`src/sv/ppsd_pkg.sv`:
```
package ppsd_pkg;

  localparam int NROWS = 282;
  localparam int CLASS_W = 9;

  // Which low bits of the extended index a row compares
  typedef enum logic [1:0] {
    CARE_NONE = 2'd0,
    CARE_X    = 2'd1,
    CARE_S    = 2'd2,
    CARE_H    = 2'd3
  } care_t;

  typedef struct packed {
    logic [5:0]  prim;
    logic [10:0] key;
    care_t       care;
  } row_t;

  localparam logic [10:0] MASK_X = 11'h7ff;
  localparam logic [10:0] MASK_S = 11'h03f;
  localparam logic [10:0] MASK_H = 11'h07f;

  localparam logic [CLASS_W-1:0] CLASS_UNIMPL = 9'd0;
  localparam logic [CLASS_W-1:0] CLASS_HLE    = 9'd1;
  localparam logic [CLASS_W-1:0] CLASS_BASE   = 9'd2;

  function automatic logic [10:0] care_mask(care_t c);
    logic [10:0] m;
    unique case (c)
      CARE_NONE: m = 11'h000;
      CARE_X:    m = MASK_X;
      CARE_S:    m = MASK_S;
      CARE_H:    m = MASK_H;
      default:   m = 11'h000;
    endcase
    return m;
  endfunction

  // Class table, in class id order
  localparam row_t ROWS [NROWS] = '{
    // primary-only classes
    '{6'd3,11'd0,CARE_NONE}, '{6'd7,11'd0,CARE_NONE}, '{6'd8,11'd0,CARE_NONE},
    '{6'd10,11'd0,CARE_NONE}, '{6'd11,11'd0,CARE_NONE}, '{6'd12,11'd0,CARE_NONE},
    '{6'd13,11'd0,CARE_NONE}, '{6'd14,11'd0,CARE_NONE}, '{6'd15,11'd0,CARE_NONE},
    '{6'd16,11'd0,CARE_NONE}, '{6'd17,11'd0,CARE_NONE}, '{6'd18,11'd0,CARE_NONE},
    '{6'd20,11'd0,CARE_NONE}, '{6'd21,11'd0,CARE_NONE}, '{6'd23,11'd0,CARE_NONE},
    '{6'd24,11'd0,CARE_NONE}, '{6'd25,11'd0,CARE_NONE}, '{6'd26,11'd0,CARE_NONE},
    '{6'd27,11'd0,CARE_NONE}, '{6'd28,11'd0,CARE_NONE}, '{6'd29,11'd0,CARE_NONE},
    '{6'd32,11'd0,CARE_NONE}, '{6'd33,11'd0,CARE_NONE}, '{6'd34,11'd0,CARE_NONE},
    '{6'd35,11'd0,CARE_NONE}, '{6'd36,11'd0,CARE_NONE}, '{6'd37,11'd0,CARE_NONE},
    '{6'd38,11'd0,CARE_NONE}, '{6'd39,11'd0,CARE_NONE},
    '{6'd40,11'd0,CARE_NONE}, '{6'd41,11'd0,CARE_NONE}, '{6'd42,11'd0,CARE_NONE},
    '{6'd43,11'd0,CARE_NONE}, '{6'd44,11'd0,CARE_NONE}, '{6'd45,11'd0,CARE_NONE},
    '{6'd46,11'd0,CARE_NONE}, '{6'd47,11'd0,CARE_NONE},
    '{6'd48,11'd0,CARE_NONE}, '{6'd49,11'd0,CARE_NONE}, '{6'd50,11'd0,CARE_NONE},
    '{6'd51,11'd0,CARE_NONE}, '{6'd52,11'd0,CARE_NONE}, '{6'd53,11'd0,CARE_NONE},
    '{6'd54,11'd0,CARE_NONE}, '{6'd55,11'd0,CARE_NONE},
    '{6'd56,11'd0,CARE_NONE}, '{6'd57,11'd0,CARE_NONE}, '{6'd60,11'd0,CARE_NONE},
    '{6'd61,11'd0,CARE_NONE},
    // primary 19
    '{6'd19,11'd0,CARE_X}, '{6'd19,11'd32,CARE_X}, '{6'd19,11'd33,CARE_X},
    '{6'd19,11'd66,CARE_X}, '{6'd19,11'd100,CARE_X}, '{6'd19,11'd258,CARE_X},
    '{6'd19,11'd300,CARE_X}, '{6'd19,11'd386,CARE_X}, '{6'd19,11'd450,CARE_X},
    '{6'd19,11'd514,CARE_X}, '{6'd19,11'd578,CARE_X}, '{6'd19,11'd834,CARE_X},
    '{6'd19,11'd898,CARE_X}, '{6'd19,11'd1056,CARE_X}, '{6'd19,11'd1057,CARE_X},
    // primary 31
    '{6'd31,11'd0,CARE_X}, '{6'd31,11'd8,CARE_X}, '{6'd31,11'd16,CARE_X},
    '{6'd31,11'd17,CARE_X}, '{6'd31,11'd20,CARE_X}, '{6'd31,11'd21,CARE_X},
    '{6'd31,11'd22,CARE_X}, '{6'd31,11'd23,CARE_X}, '{6'd31,11'd38,CARE_X},
    '{6'd31,11'd40,CARE_X}, '{6'd31,11'd46,CARE_X}, '{6'd31,11'd48,CARE_X},
    '{6'd31,11'd49,CARE_X}, '{6'd31,11'd52,CARE_X}, '{6'd31,11'd53,CARE_X},
    '{6'd31,11'd56,CARE_X}, '{6'd31,11'd57,CARE_X}, '{6'd31,11'd64,CARE_X},
    '{6'd31,11'd80,CARE_X}, '{6'd31,11'd81,CARE_X}, '{6'd31,11'd108,CARE_X},
    '{6'd31,11'd110,CARE_X}, '{6'd31,11'd120,CARE_X}, '{6'd31,11'd121,CARE_X},
    '{6'd31,11'd150,CARE_X}, '{6'd31,11'd151,CARE_X}, '{6'd31,11'd166,CARE_X},
    '{6'd31,11'd172,CARE_X}, '{6'd31,11'd174,CARE_X}, '{6'd31,11'd208,CARE_X},
    '{6'd31,11'd209,CARE_X}, '{6'd31,11'd238,CARE_X}, '{6'd31,11'd248,CARE_X},
    '{6'd31,11'd249,CARE_X}, '{6'd31,11'd272,CARE_X}, '{6'd31,11'd273,CARE_X},
    '{6'd31,11'd276,CARE_X}, '{6'd31,11'd277,CARE_X}, '{6'd31,11'd288,CARE_X},
    '{6'd31,11'd292,CARE_X}, '{6'd31,11'd301,CARE_X}, '{6'd31,11'd302,CARE_X},
    '{6'd31,11'd366,CARE_X}, '{6'd31,11'd400,CARE_X}, '{6'd31,11'd401,CARE_X},
    '{6'd31,11'd404,CARE_X}, '{6'd31,11'd405,CARE_X}, '{6'd31,11'd420,CARE_X},
    '{6'd31,11'd430,CARE_X}, '{6'd31,11'd464,CARE_X}, '{6'd31,11'd465,CARE_X},
    '{6'd31,11'd468,CARE_X}, '{6'd31,11'd469,CARE_X}, '{6'd31,11'd470,CARE_X},
    '{6'd31,11'd471,CARE_X}, '{6'd31,11'd484,CARE_X}, '{6'd31,11'd492,CARE_X},
    '{6'd31,11'd494,CARE_X}, '{6'd31,11'd532,CARE_X}, '{6'd31,11'd533,CARE_X},
    '{6'd31,11'd556,CARE_X}, '{6'd31,11'd558,CARE_X}, '{6'd31,11'd568,CARE_X},
    '{6'd31,11'd569,CARE_X}, '{6'd31,11'd612,CARE_X}, '{6'd31,11'd622,CARE_X},
    '{6'd31,11'd632,CARE_X}, '{6'd31,11'd633,CARE_X}, '{6'd31,11'd678,CARE_X},
    '{6'd31,11'd686,CARE_X}, '{6'd31,11'd742,CARE_X}, '{6'd31,11'd750,CARE_X},
    '{6'd31,11'd814,CARE_X}, '{6'd31,11'd824,CARE_X}, '{6'd31,11'd825,CARE_X},
    '{6'd31,11'd878,CARE_X}, '{6'd31,11'd888,CARE_X}, '{6'd31,11'd889,CARE_X},
    '{6'd31,11'd918,CARE_X}, '{6'd31,11'd919,CARE_X}, '{6'd31,11'd934,CARE_X},
    '{6'd31,11'd940,CARE_X}, '{6'd31,11'd952,CARE_X}, '{6'd31,11'd953,CARE_X},
    '{6'd31,11'd982,CARE_X}, '{6'd31,11'd983,CARE_X}, '{6'd31,11'd1024,CARE_X},
    '{6'd31,11'd1044,CARE_X}, '{6'd31,11'd1045,CARE_X}, '{6'd31,11'd1068,CARE_X},
    '{6'd31,11'd1070,CARE_X}, '{6'd31,11'd1072,CARE_X}, '{6'd31,11'd1073,CARE_X},
    '{6'd31,11'd1132,CARE_X}, '{6'd31,11'd1134,CARE_X}, '{6'd31,11'd1190,CARE_X},
    '{6'd31,11'd1194,CARE_X}, '{6'd31,11'd1196,CARE_X}, '{6'd31,11'd1198,CARE_X},
    '{6'd31,11'd1262,CARE_X}, '{6'd31,11'd1318,CARE_X}, '{6'd31,11'd1324,CARE_X},
    '{6'd31,11'd1326,CARE_X}, '{6'd31,11'd1390,CARE_X}, '{6'd31,11'd1450,CARE_X},
    '{6'd31,11'd1454,CARE_X}, '{6'd31,11'd1518,CARE_X}, '{6'd31,11'd1556,CARE_X},
    '{6'd31,11'd1557,CARE_X}, '{6'd31,11'd1580,CARE_X}, '{6'd31,11'd1584,CARE_X},
    '{6'd31,11'd1585,CARE_X}, '{6'd31,11'd1648,CARE_X}, '{6'd31,11'd1649,CARE_X},
    '{6'd31,11'd1708,CARE_X}, '{6'd31,11'd1836,CARE_X}, '{6'd31,11'd1844,CARE_X},
    '{6'd31,11'd1845,CARE_X}, '{6'd31,11'd1908,CARE_X}, '{6'd31,11'd1909,CARE_X},
    '{6'd31,11'd1964,CARE_X}, '{6'd31,11'd1966,CARE_X}, '{6'd31,11'd2028,CARE_X},
    // primary 59
    '{6'd59,11'd36,CARE_S}, '{6'd59,11'd37,CARE_S}, '{6'd59,11'd40,CARE_S},
    '{6'd59,11'd41,CARE_S}, '{6'd59,11'd42,CARE_S}, '{6'd59,11'd43,CARE_S},
    '{6'd59,11'd48,CARE_S}, '{6'd59,11'd49,CARE_S}, '{6'd59,11'd50,CARE_S},
    '{6'd59,11'd51,CARE_S}, '{6'd59,11'd56,CARE_S}, '{6'd59,11'd57,CARE_S},
    '{6'd59,11'd58,CARE_S}, '{6'd59,11'd59,CARE_S}, '{6'd59,11'd60,CARE_S},
    '{6'd59,11'd61,CARE_S}, '{6'd59,11'd62,CARE_S}, '{6'd59,11'd63,CARE_S},
    // primary 63
    '{6'd63,11'd0,CARE_X}, '{6'd63,11'd24,CARE_X}, '{6'd63,11'd25,CARE_X},
    '{6'd63,11'd28,CARE_X}, '{6'd63,11'd29,CARE_X}, '{6'd63,11'd30,CARE_X},
    '{6'd63,11'd31,CARE_X}, '{6'd63,11'd36,CARE_X}, '{6'd63,11'd37,CARE_X},
    '{6'd63,11'd40,CARE_X}, '{6'd63,11'd41,CARE_X}, '{6'd63,11'd42,CARE_X},
    '{6'd63,11'd43,CARE_X}, '{6'd63,11'd46,CARE_S}, '{6'd63,11'd47,CARE_S},
    '{6'd63,11'd50,CARE_S}, '{6'd63,11'd51,CARE_S}, '{6'd63,11'd52,CARE_X},
    '{6'd63,11'd53,CARE_X}, '{6'd63,11'd56,CARE_S}, '{6'd63,11'd57,CARE_S},
    '{6'd63,11'd58,CARE_S}, '{6'd63,11'd59,CARE_S}, '{6'd63,11'd60,CARE_S},
    '{6'd63,11'd61,CARE_S}, '{6'd63,11'd62,CARE_S}, '{6'd63,11'd63,CARE_S},
    '{6'd63,11'd64,CARE_X}, '{6'd63,11'd76,CARE_X}, '{6'd63,11'd77,CARE_X},
    '{6'd63,11'd80,CARE_X}, '{6'd63,11'd81,CARE_X}, '{6'd63,11'd128,CARE_X},
    '{6'd63,11'd140,CARE_X}, '{6'd63,11'd141,CARE_X}, '{6'd63,11'd144,CARE_X},
    '{6'd63,11'd145,CARE_X}, '{6'd63,11'd272,CARE_X}, '{6'd63,11'd273,CARE_X},
    '{6'd63,11'd528,CARE_X}, '{6'd63,11'd529,CARE_X}, '{6'd63,11'd1166,CARE_X},
    '{6'd63,11'd1167,CARE_X}, '{6'd63,11'd1422,CARE_X}, '{6'd63,11'd1423,CARE_X},
    // primary 4 (paired single)
    '{6'd4,11'd0,CARE_X}, '{6'd4,11'd12,CARE_H}, '{6'd4,11'd14,CARE_H},
    '{6'd4,11'd20,CARE_S}, '{6'd4,11'd22,CARE_S}, '{6'd4,11'd24,CARE_S},
    '{6'd4,11'd26,CARE_S}, '{6'd4,11'd28,CARE_S}, '{6'd4,11'd30,CARE_S},
    '{6'd4,11'd36,CARE_X}, '{6'd4,11'd40,CARE_X}, '{6'd4,11'd42,CARE_X},
    '{6'd4,11'd46,CARE_S}, '{6'd4,11'd48,CARE_X}, '{6'd4,11'd50,CARE_S},
    '{6'd4,11'd52,CARE_X}, '{6'd4,11'd56,CARE_S}, '{6'd4,11'd58,CARE_S},
    '{6'd4,11'd60,CARE_S}, '{6'd4,11'd62,CARE_S}, '{6'd4,11'd64,CARE_X},
    '{6'd4,11'd76,CARE_H}, '{6'd4,11'd78,CARE_H}, '{6'd4,11'd80,CARE_X},
    '{6'd4,11'd144,CARE_X}, '{6'd4,11'd128,CARE_X}, '{6'd4,11'd192,CARE_X},
    '{6'd4,11'd1056,CARE_X}, '{6'd4,11'd1120,CARE_X}, '{6'd4,11'd1184,CARE_X},
    '{6'd4,11'd1248,CARE_X}, '{6'd4,11'd2028,CARE_X}
  };

endpackage

```
`src/sv/ppsd_in_if.sv`:
```
interface ppsd_in_if;
  logic        valid;
  logic        ready;
  logic [31:0] instr_word;

  modport source (output valid, output instr_word, input ready);
  modport sink   (input valid, input instr_word, output ready);
endinterface

```
`src/sv/ppsd_out_if.sv`:
```
interface ppsd_out_if;
  logic                          valid;
  logic                          ready;
  logic [ppsd_pkg::CLASS_W-1:0]  class_id;
  logic                          not_implemented;
  logic                          null_call;
  logic [31:0]                   rotate_mask;

  modport source (output valid, output class_id, output not_implemented,
                  output null_call, output rotate_mask, input ready);
  modport sink   (input valid, input class_id, input not_implemented,
                  input null_call, input rotate_mask, output ready);
endinterface

```
`src/sv/ppc_paired_single_instr_decoder_unit.sv`:
```
// Instruction class decoder: one 32-bit word per transfer in, one class result
// per transfer out, one item per cycle while the output is not stalled. Registers
// in order: input register, table match register, encode/output register; the whole
// pipeline holds while the output transfer is stalled, so nothing is dropped.
module ppc_paired_single_instr_decoder_unit (
  input  logic       clk,
  input  logic       rst_n,
  ppsd_in_if.sink    in_ch,
  ppsd_out_if.source out_ch
);

  localparam int N = ppsd_pkg::NROWS;
  localparam int IW = $clog2(N);

  logic adv;

  // stage 1: captured word
  logic        v1_r;
  logic [31:0] w1_r;

  // stage 2: row hits and partial mask
  logic             v2_r;
  logic [N-1:0]     hit_r, hit_nxt;
  logic             prim0_r, zero_r, inv_r;
  logic [31:0]      mask_r, mask_nxt;

  // stage 3: output register
  logic                          v3_r;
  logic [ppsd_pkg::CLASS_W-1:0]  cls_r, cls_nxt;
  logic                          nimp_r, nimp_nxt;
  logic                          null_r;
  logic [31:0]                   rot_r;

  assign adv = !v3_r || out_ch.ready;
  assign in_ch.ready = adv;

  // row match, one compare per table row
  always_comb begin
    logic [4:0] mb, me;
    logic [31:0] lo;
    for (int i = 0; i < N; i++) begin
      hit_nxt[i] = (w1_r[31:26] == ppsd_pkg::ROWS[i].prim) &&
                   ((w1_r[10:0] & ppsd_pkg::care_mask(ppsd_pkg::ROWS[i].care))
                    == ppsd_pkg::ROWS[i].key);
    end
    mb = w1_r[10:6];
    me = w1_r[5:1];
    lo = (me == 5'd31) ? 32'h0 : (32'hffffffff >> ({1'b0, me} + 6'd1));
    mask_nxt = (32'hffffffff >> mb) ^ lo;
  end

  // first hit wins
  always_comb begin
    logic [IW-1:0] idx;
    logic found;
    idx = '0;
    found = 1'b0;
    for (int i = N - 1; i >= 0; i--) begin
      if (hit_r[i]) begin
        idx = IW'(i);
        found = 1'b1;
      end
    end
    if (prim0_r) begin
      cls_nxt = ppsd_pkg::CLASS_HLE;
    end else if (found) begin
      cls_nxt = ppsd_pkg::CLASS_BASE + ppsd_pkg::CLASS_W'(idx);
    end else begin
      cls_nxt = ppsd_pkg::CLASS_UNIMPL;
    end
    nimp_nxt = !prim0_r && !found;
  end

  always_ff @(posedge clk) begin
    if (!rst_n) begin
      v1_r <= 1'b0;
      v2_r <= 1'b0;
      v3_r <= 1'b0;
    end else if (adv) begin
      v1_r <= in_ch.valid;
      v2_r <= v1_r;
      v3_r <= v2_r;
    end
  end

  // payload, no reset
  always_ff @(posedge clk) begin
    if (adv) begin
      w1_r    <= in_ch.instr_word;
      hit_r   <= hit_nxt;
      prim0_r <= (w1_r[31:26] == 6'd0);
      zero_r  <= (w1_r == 32'd0);
      inv_r   <= (w1_r[10:6] > w1_r[5:1]);
      mask_r  <= mask_nxt;
      cls_r   <= cls_nxt;
      nimp_r  <= nimp_nxt;
      null_r  <= zero_r;
      rot_r   <= inv_r ? ~mask_r : mask_r;
    end
  end

  assign out_ch.valid           = v3_r;
  assign out_ch.class_id        = cls_r;
  assign out_ch.not_implemented = nimp_r;
  assign out_ch.null_call       = null_r;
  assign out_ch.rotate_mask     = rot_r;

endmodule

```
`src/flat_wrapper.sv`:
```
// flat-port wrapper written by rule: the top's interface ports become plain ports
module ppc_paired_single_instr_decoder_unit_flat 
  (clk, rst_n, in_ch_valid, in_ch_instr_word, in_ch_ready, out_ch_valid, out_ch_class_id, out_ch_not_implemented, out_ch_null_call, out_ch_rotate_mask, out_ch_ready);
  ppsd_in_if in_ch_i ();
  ppsd_out_if out_ch_i ();
  input  logic clk;
  input  logic rst_n;
  input wire logic [$bits(in_ch_i.valid)-1:0] in_ch_valid;
  input wire logic [$bits(in_ch_i.instr_word)-1:0] in_ch_instr_word;
  output wire logic [$bits(in_ch_i.ready)-1:0] in_ch_ready;
  output wire logic [$bits(out_ch_i.valid)-1:0] out_ch_valid;
  output wire logic [$bits(out_ch_i.class_id)-1:0] out_ch_class_id;
  output wire logic [$bits(out_ch_i.not_implemented)-1:0] out_ch_not_implemented;
  output wire logic [$bits(out_ch_i.null_call)-1:0] out_ch_null_call;
  output wire logic [$bits(out_ch_i.rotate_mask)-1:0] out_ch_rotate_mask;
  input wire logic [$bits(out_ch_i.ready)-1:0] out_ch_ready;
  assign in_ch_i.valid = in_ch_valid;
  assign in_ch_i.instr_word = in_ch_instr_word;
  assign in_ch_ready = in_ch_i.ready;
  assign out_ch_valid = out_ch_i.valid;
  assign out_ch_class_id = out_ch_i.class_id;
  assign out_ch_not_implemented = out_ch_i.not_implemented;
  assign out_ch_null_call = out_ch_i.null_call;
  assign out_ch_rotate_mask = out_ch_i.rotate_mask;
  assign out_ch_i.ready = out_ch_ready;
  ppc_paired_single_instr_decoder_unit u_core (.clk(clk), .rst_n(rst_n), .in_ch(in_ch_i), .out_ch(out_ch_i));
endmodule
```
`config.mk`:
```
export PLATFORM = sky130hd
export DESIGN_NAME = ppc_paired_single_instr_decoder_unit_flat
export DESIGN_NICKNAME = d
export VERILOG_FILES = /design/src/sv/ppsd_pkg.sv /design/src/sv/ppsd_in_if.sv /design/src/sv/ppsd_out_if.sv /design/src/sv/ppc_paired_single_instr_decoder_unit.sv /design/src/flat_wrapper.sv
export SDC_FILE = /design/constraint.sdc
export NUM_CORES = 1
export LEC_CHECK = 0
export BUFFER_PORTS_ARGS = -buffer_cell sky130_fd_sc_hd__buf_2
export CORE_MARGIN = 2
export CORE_UTILIZATION = 55
export CTS_BUF_LIST = sky130_fd_sc_hd__clkbuf_4 sky130_fd_sc_hd__clkbuf_8
export CTS_CLUSTER_SIZE = 28
export DETAILED_ROUTE_END_ITERATION = 10
export HOLD_SLACK_MARGIN = 0.05
export PLACE_DENSITY = 0.7
export SLEW_MARGIN = 10
export SYNTH_ARGS = -nofsm -noshare
export SYNTH_HDL_FRONTEND = slang
export SYNTH_SLANG_ARGS = --single-unit
export TNS_END_PERCENT = 5
```
`constraint.sdc`:
```
create_clock -name clk -period 10.7 [get_ports clk]
set_input_delay 1.07 -clock clk [delete_from_list [all_inputs] [get_ports clk]]
set_output_delay 1.07 -clock clk [all_outputs]
set_load 0.01 [all_outputs]
```
# --- Yosys cells after proc, flatten, opt, wreduce, memory -nomap -nowiden ---
# Cells that the tools add are included.
op_classes:
  n_addsub: 2
  n_lt_le_gt_ge: 1
  n_eq_ne: 249
  shift: 2
  n_mux: 567
  bitwise_logic: 3
  reduce_logical: 242
ops:
  columns: ["cell", "n"]
  rows:
  - ["$mux W9", 282]
  - ["$eq A11 B11 Y1 const B", 46]
  - ["$eq A11 B10 Y1 const B", 34]
  - ["$eq A11 B9 Y1 const B", 28]
  - ["$eq A6 B6 Y1 const B", 50]
  - ["$mux W1", 283]
  - ["$logic_and A1 B1 Y1", 234]
  - ["$eq A11 B6 Y1 const B", 16]
  - ["$eq A11 B8 Y1 const B", 16]
  - ["$eq A11 B5 Y1 const B", 12]
  - ["$eq A11 B7 Y1 const B", 11]
  - ["$eq A6 B5 Y1 const B", 20]
  - ["$mux W32", 2]
  - ["$eq A6 B4 Y1 const B", 7]
  - ["$logic_not A32 Y1", 1]
  - ["$not A32 Y32", 1]
  - ["$shr A32 B5 Y32 const A", 1]
  - ["$shr A32 B6 Y32 const A", 1]
  - ["$xor A32 B32 Y32", 1]
  - ["$eq A7 B4 Y1 const B", 2]
  - ["$eq A7 B7 Y1 const B", 2]
  - ["$eq A6 B3 Y1 const B", 2]
  - ["$eq A11 B4 Y1 const B", 1]
  - ["$logic_not A11 Y1", 1]
  - ["10 further kinds", 12]
totals:
  regBits: 395
  in_bits: 36
  output_inout_bits: 45
  wordCells: 1080

# --- Longest topological paths before layout ---
# Gate-level depths: netlist of the first run.
depth:
  word_depth: 284
  mapped_depth: 14
  ltp_nobuf: 14

# --- Worst setup path before layout of the first run ---
# Ideal clock, no wire load.
synth_timing:
  path_kind: "input to output"
  from: "in out_ch_ready"
  to: "out in_ch_ready"
  arrival_ps: 8797
  required_ps: 9630
  slack_ps: 833
  stages: 2
  path_buffers: 0
  cell_sequence: "nor2b_1 > inv_1"
synth_between:
  elab_chain_cells: 1
synth_rtl:
  columns: ["item", "line", "rtl"]
  rows:
  - ["start: declaration", "flat_wrapper.sv:16", "input wire logic [$bits(out_ch_i.ready)-1:0] out_ch_ready;"]
  - ["$logic_or A1 B1 Y1", "ppc_paired_single_instr_decoder_unit.sv:34", "assign adv = !v3_r || out_ch.ready;"]
  - ["end: declaration", "flat_wrapper.sv:10", "output wire logic [$bits(in_ch_i.ready)-1:0] in_ch_ready;"]
# Every way passes these cells.

# --- Worst setup path after layout of the first run ---
layout_timing:
  from: "reg u_core.hit_r[77]"
  to: "reg u_core.cls_r, in the netlist u_core.out_ch.class_id[5], data pin"
layout_between:
  elab_chain_cells: 80
  word_cells_on_any_way: 159
  classes_between: "add/sub: 1; mux: 156; bitwise: 1; reduce/logical: 1"
layout_rtl:
  columns: ["item", "line", "rtl"]
  rows:
  - ["start: declaration", "ppc_paired_single_instr_decoder_unit.sv:23", "logic [N-1:0] hit_r, hit_nxt;"]
  - ["start signal: assignment", "ppc_paired_single_instr_decoder_unit.sv:90", "hit_r <= hit_nxt;"]
  - ["parallel branches: the longest is 80 deep, another holds $mux W9", null, null]
  - ["end signal: assignment", "ppc_paired_single_instr_decoder_unit.sv:95", "cls_r <= cls_nxt;"]
  - ["end: declaration", "ppc_paired_single_instr_decoder_unit.sv:29", "logic [ppsd_pkg::CLASS_W-1:0] cls_r, cls_nxt;"]
# Several ways; the timed one is not identified.
# A chain may end at the register's enable or synchronous reset.

==> results of run 1 <==
[cells in the final DEF (no fill, tap or decap), types with 14 or more instances in the layout]
cell type	n
nor2b_1	17
xnor2_1	19
o21ai_0	50
o211ai_1	16
o31ai_1	20
nand2_1	132
nand2b_1	20
buf_2	80
or4_1	31
clkbuf_8	69
or2_2	16
nor4_1	98
edfxtp_1	392
xor2_1	46
or3_1	14
a21oi_1	79
nor2_1	372
inv_1	58
clkinv_1	15
nand4_1	20
nor3_1	124
nand3_1	42
[report_power, final]
| part | switching (W) | leakage [nW] | internal, W | total, W |
|---|---|---|---|---|
| sequential | 0.0000612 | 4.64 | 0.00181 | 0.00187 |
| combinational | 0.000337 | 2.66 | 0.000186 | 0.000524 |
| clock | 0.000613 | 0.646 | 0.000664 | 0.00128 |
[how the worst max path moves through the flow]
stage	start	end	slack, ns	cells past startpoint
2_1_floorplan	out_ch_ready	in_ch_ready	0.83	2
3_3_place_gp	out_ch_ready	u_core.hit_r[70]	5.94	6
3_5_place_dp	out_ch_ready	u_core.hit_r[70]	5.86	6
4_1_cts	u_core.hit_r[77]	u_core.out_ch.class_id[5]	6.16	13
5_1_grt	u_core.hit_r[77]	u_core.out_ch.class_id[5]	5.57	13
6_report	u_core.hit_r[77]	u_core.out_ch.class_id[5]	6.00	13
[cell usage after synthesis (3+ instances only)]
master	n
a31oi_1	9
o31a_1	6
nand2_1	132
a21boi_0	8
nor2_1	372
or3_1	14
or2_2	16
dfxtp_1	3
inv_1	59
o41ai_1	4
a221oi_1	3
nor2b_1	17
o2111ai_1	8
o21bai_1	10
o31ai_1	20
xnor2_1	19
clkbuf_1	47
nor4_1	98
o21ai_0	50
a2111oi_0	9
o211ai_1	16
or4_1	31
nor4_2	3
nand4_1	20
nor3_1	124
o21a_1	6
and3_1	6
a21oi_1	79
edfxtp_1	392
o311a_1	3
ha_1	6
and4_1	3
or4_4	4
xor2_1	46
a211oi_1	11
and2_1	7
nand3_1	42
a211o_1	3
o311ai_0	7
buf_1	8
nand2b_1	20
[final cells by class]
| class | count | area (um^2) |
|---|---|---|
| clock buffers | 82 | 1050 |
| clock inverters | 26 | 179 |
| fillers | 2847 | 13200 |
| inverters | 61 | 236 |
| multi-input cells | 1268 | 6910 |
| flip-flops and latches | 395 | 11800 |
| well taps | 455 | 569 |
| repair buffers | 92 | 490 |
[per-layer routing]
| layer | up-vias | wire [um] |
|---|---|---|
| met5 | - | 13 |
| met4 | 2 | 2640 |
| met3 | 166 | 6670 |
| met2 | 998 | 24700 |
| met1 | 7368 | 23000 |
| li1 | 6890 | - |
[worst max-delay path, delay by kind of cell (launching register included)]
| family | cells | cell delay [ns] |
|---|---|---|
| AOI/OAI and AO/OA | 4 | 2.26 |
| DFF | 1 | 0.42 |
| and+or+nand+nor | 7 | 1.50 |
| xor gates and xnor gates | 1 | 0.14 |
| adders and majority gates | 1 | 0.16 |
[kinds of logic after synthesis]
kind of cell,Yosys count,synth area share [%]
xor gates and xnor gates,65,2.97
adders and majority gates,6,0.391
DFF,395,61.7
AOI/OAI and AO/OA,271,9.40
and+or+nand+nor,926,23.2
buffers and inverters,117,2.31
[registers in the layout, indices dropped and copies added, names as in the netlist]
name,flops
u_core.out_ch.valid,1
u_core.w1_r,32
u_core.inv_r,1
u_core.v2_r,1
u_core.out_ch.rotate_mask,32
u_core.v1_r,1
u_core.out_ch.class_id,9
u_core.out_ch.null_call,1
u_core.hit_r,282
u_core.prim0_r,1
u_core.mask_r,32
u_core.out_ch.not_implemented,1
u_core.zero_r,1
[per-stage QoR]
stage / worst slack (ns) / power [W] / hold WS [ns]
2_1_floorplan: 0.833 / 0.00222 / 0.400
3_3_place_gp: 5.94 / 0.00240 / 0.407
3_5_place_dp: 5.86 / 0.00241 / 0.418
4_1_cts: 6.16 / 0.00367 / 0.433
5_1_grt: 5.57 / 0.00380 / 0.438
6_report: 6.00 / 0.00367 / 0.426
==> metrics, run 1 <==
P&R area growth vs syn=10.8%; initial antenna violation count=1; Critical Path Fanout Max=3; register area share after synthesis=between 60% and 70%; Post-synth EDFFs=approximately 400; Mapped Cells=1780; DIE WIDTH=191 um; Startpoint Class=register; CP Capture Type=register; RSZ-0062 raised after global routing=no; top cells by area, synth=edfxtp_1 61%, nor2_1 7.3%, nor3_1 3.2%; io pins=81; reg2reg path depth=13; DR pass1 iterations=7; Port Buffers=80; final period utilization=a little over two fifths; Hold EP=u_core.out_ch.null_call; CTS max path bufs=3; CP peak stage delay=between 1 and 1.5 ns; die area=around 36000 um^2; Cell variety after synth=70; post-placement cell count=about 2300; TritonCTS clock tree=done; Final Cell Area=21300 um^2; CP Class=reg -> reg; Leak=7.95 nW; Final TNS setup=0 ns; DP Wirelength=40500 um; pwr/cell area=about 170 nW/um^2; DR WL/cell=24.0 um; met3 Resource Use GR=about 7%; cell at the root of the clock tree=clkbuf_8; Die Y=~190 um; worst skew pair latency=0.71 ns; final std cells w/o fill=2379; Synth Area per Inst=10.8 um^2; vias in the first global route=~14000; met1 GRT Util=44.8%; GR peak layer=met2; Mapped Area=19200 um^2; Peak Freq=between 0.2 and 0.25 GHz; Hold Vio Cnt, Final=0; CP Data Required Time=11.20 ns; post-synth top area share=61.4%; DR vias=about 15000; status=complete, no violations; vias per cell=6.48; top cell type by total area after synthesis=edfxtp_1; final setup fails=0; Antenna Nets Post-Route=0; DRT iter0 DRCs=2270; met2 Use GR=46.0%; actual slew at the worst max-slew pin=1.17 ns; pin count of the biggest net entering global routing=~110; RR Startpoint=u_core.hit_r[77]; synthesized flop and latch total=395; CTS Hold Bufs=0; clk slew on worst S/H paths=around 0.06 ns; CP cell instances=nor4_1, nand4_1, a221oi_1, nand4_1, a2111oi_1, nor2_1, o31ai_1, and2_1, ha_1, a21boi_0, nand2_1, xnor2_1, nor3b_1; critical path arrival=5.20 ns; Cell Area, Placed=between 20000 and 25000 um^2; CTS H-tree depth=2; HP Start=u_core.zero_r; Worst Clk Skew=0.0419 ns; slew margin rel.=roughly 22%; Yosys warning count=0; Max Cap Viol=0; share of layout cells above drive strength 1=11.7%; hold crit path type=reg -> reg; DRC=0; starting density of the core=a little under three fifths; Post-Syn Nets=1822; total CTS buffers=61; Async SR Flop Fraction=0%; n_diodes=0; total grt overflow=0; reg-to-reg endpoint=u_core.out_ch.class_id[5]; cell mode on critical path=nand4_1; WHS Path Cells=0; postcts setup bufs=0; WL final=57000 um; core area=34500 um^2; Final Util=between 60% and 70%; Primary FF master, synth=edfxtp_1; R2R Setup Slk=6.00 ns; gpl congestion=1.02; crit path max-delay cell type=a2111oi_1; maximum vdd drop=0.124 mV; CTS sink count=about 400; min Tclk post-route=4.70 ns; first-pass GRT wire length=84700 um; nets=1921; # rows=68; Global Route Usage Sum=31.5%; Slew Limit Fails=0; CTS resizes=0
Note: power is estimated with default switching activity, not from simulation.
==> run 2: changes to the inputs <==
PLACE_DENSITY = 0.73   (was 0.7)
clock period = 4.1 ns   (was 10.7 ns; I/O delays follow)
==> run 2 against run 1 <==
Compared with the run above: final area is 3.4% higher; global-route usage is 0.72 points higher; cell count is 2.8% higher; first-iteration DRC count is 0.22% higher; clock skew is 0.015 ns lower; count of clock-buffer cells in the layout is 7 higher; wire length is 1.6% higher; clock power grew to 2.9 times the previous value.
==> metrics, run 2 (synthesis results as in run 1) <==
Die Y=191 um; core area=34500 um^2; reg-to-reg endpoint=u_core.out_ch.class_id[7]; io pins=between 80 and 90; RR Startpoint=u_core.hit_r[243]; DRC=0; Worst Clk Skew=0.0273 ns; CP Capture Type=register; total grt overflow=0; post-placement cell count=2289; status=complete, no violations; Max Cap Viol=0; DIE WIDTH=~190 um; max FFs per register=282; postcts setup bufs=0; most frequent cells in the layout=392 x edfxtp_1, 372 x nor2_1, 132 x nand2_1, 124 x nor3_1, 96 x nor4_1; Multi-input gate area=between 6000 and 7000 um^2; met3 WL=6560 um; pwr/cell area=459 nW/um^2; final period utilization=94.9%; total CTS buffers=68; maximum vdd drop=around 0.37 mV; R2R Setup Slk=0.21 ns; Antenna Nets Post-Route=0; reg2reg path depth=14; Critical Path Fanout Max=4; slew margin rel.=40.3%; die area=36400 um^2; min Tclk post-route=~4 ns; register area=11800 um^2; # rows=~70; P&R area growth vs syn=14.7%; DR vias=15834; DRT iter0 DRCs=roughly 2300; n_diodes=0; top sig layer=met4; DP Wirelength=40300 um; gpl congestion=approximately 0.98; commonest non-fill, non-tap cell in the layout=edfxtp_1; Peak Freq=about 0.26 GHz; CP Data Required Time=4.47 ns; starting density of the core=around 56%; nets=1980; Hold Vio Cnt, Final=0; metal1 wirelength=23400 um; Leak=8.29 nW; CP Class=reg -> reg; worst skew pair latency=0.63 ns; final setup fails=0; hold crit path type=in -> reg; initial antenna violation count=0; worst setup margin=0.209 ns; fillers=approximately 2700; Global Route Usage Sum=~32%; dpl ws=-0.170 ns; vias per cell=6.48; vias in the first global route=14975; first-pass GRT wire length=87600 um; CTS max path bufs=3; Hold EP=u_core.v1_r; cell at the root of the clock tree=clkbuf_8; CTS sink count=395; Slew Limit Fails=0; Port Buffers=80; actual slew at the worst max-slew pin=0.896 ns; clk slew on worst S/H paths=0.06 ns; final std cells w/o fill=2445; DR WL/cell=23.7 um; DR WL met2=25400 um; Startpoint Class=register; Most flops, register=u_core.hit_r; CTS H-tree depth=3; TritonCTS clock tree=done; DR pass1 iterations=6; WL final=58000 um; HP Start=out_ch_ready; critical path arrival=between 4 and 5 ns; share of layout cells above drive strength 1=a little over an eighth; WHS Path Cells=4; Total Power=0.0101 W; pin count of the biggest net entering global routing=91
## run 2: area by class of cell
cell class,count,share of cell area [%]
clock buffers,89,5.03
inverters,61,1.06
multi-input cells,1268,31.6
clock inverters,33,1.38
flip-flops and latches,395,53.8
repair buffers,144,4.51
well taps,455,2.59
## run 2: critical path, stage by stage, from the launching register on
cell and delay (ns):
edfxtp_1 0.43, or4_1 0.57, a2111oi_1 0.57, o21ai_0 0.26
o21ai_1 0.43, a2111oi_4 0.16, buf_4 0.17, nor2_1 0.10
o31ai_1 0.09, and2_1 0.16, ha_1 0.20, a21boi_1 0.16
nand4_1 0.13, xor2_1 0.15, nor2_1 0.05
## run 2: how the worst max path moves through the flow
stage / startpoint / to / slack (ns)
floorplan: out_ch_ready / u_core.hit_r[0] / -2.79
CTS: u_core.hit_r[276] / u_core.out_ch.class_id[5] / 0.06
global placement: u_core.hit_r[76] / u_core.out_ch.class_id[7] / -0.20
detailed placement: u_core.hit_r[76] / u_core.out_ch.class_id[7] / -0.17
finish: u_core.hit_r[243] / u_core.out_ch.class_id[7] / 0.21
global route: u_core.hit_r[243] / u_core.out_ch.class_id[7] / -0.003
## run 2: metrics by stage
step / utilization (%) / setup TNS [ns] / area (um^2) / hold slack (ns)
floorplan: - / -1096.99 / 19200 / 0.400
global placement: 58.6 / -0.392 / 20200 / 0.406
detailed placement: 58.6 / -0.345 / 20200 / 0.418
CTS: 63.7 / 0 / 22000 / 0.0676
global route: 63.8 / -0.00270 / 22000 / 0.0937
finish: 63.8 / 0 / 22000 / 0.113
## run 2: what timing repair did
item	CTS	global route
gates resized for setup	2	8
hold buffers	34	0
pin swaps	0	3
endpoints found under the setup margin	3	3
gates cloned	0	0
endpoints found under the hold margin	35	0
## run 2: per-layer routing
layer	vias up	global-route usage (%)
met2	1062	47.6
met1	7577	45.4
met4	0	14.6
met5	-	0
met3	181	7.55
li1	7014	-
## run 2: report_power, final
part           internal (W)  switching (W)
Clock               0.00210        0.00166
Sequential          0.00472       0.000175
Combinational      0.000539       0.000893
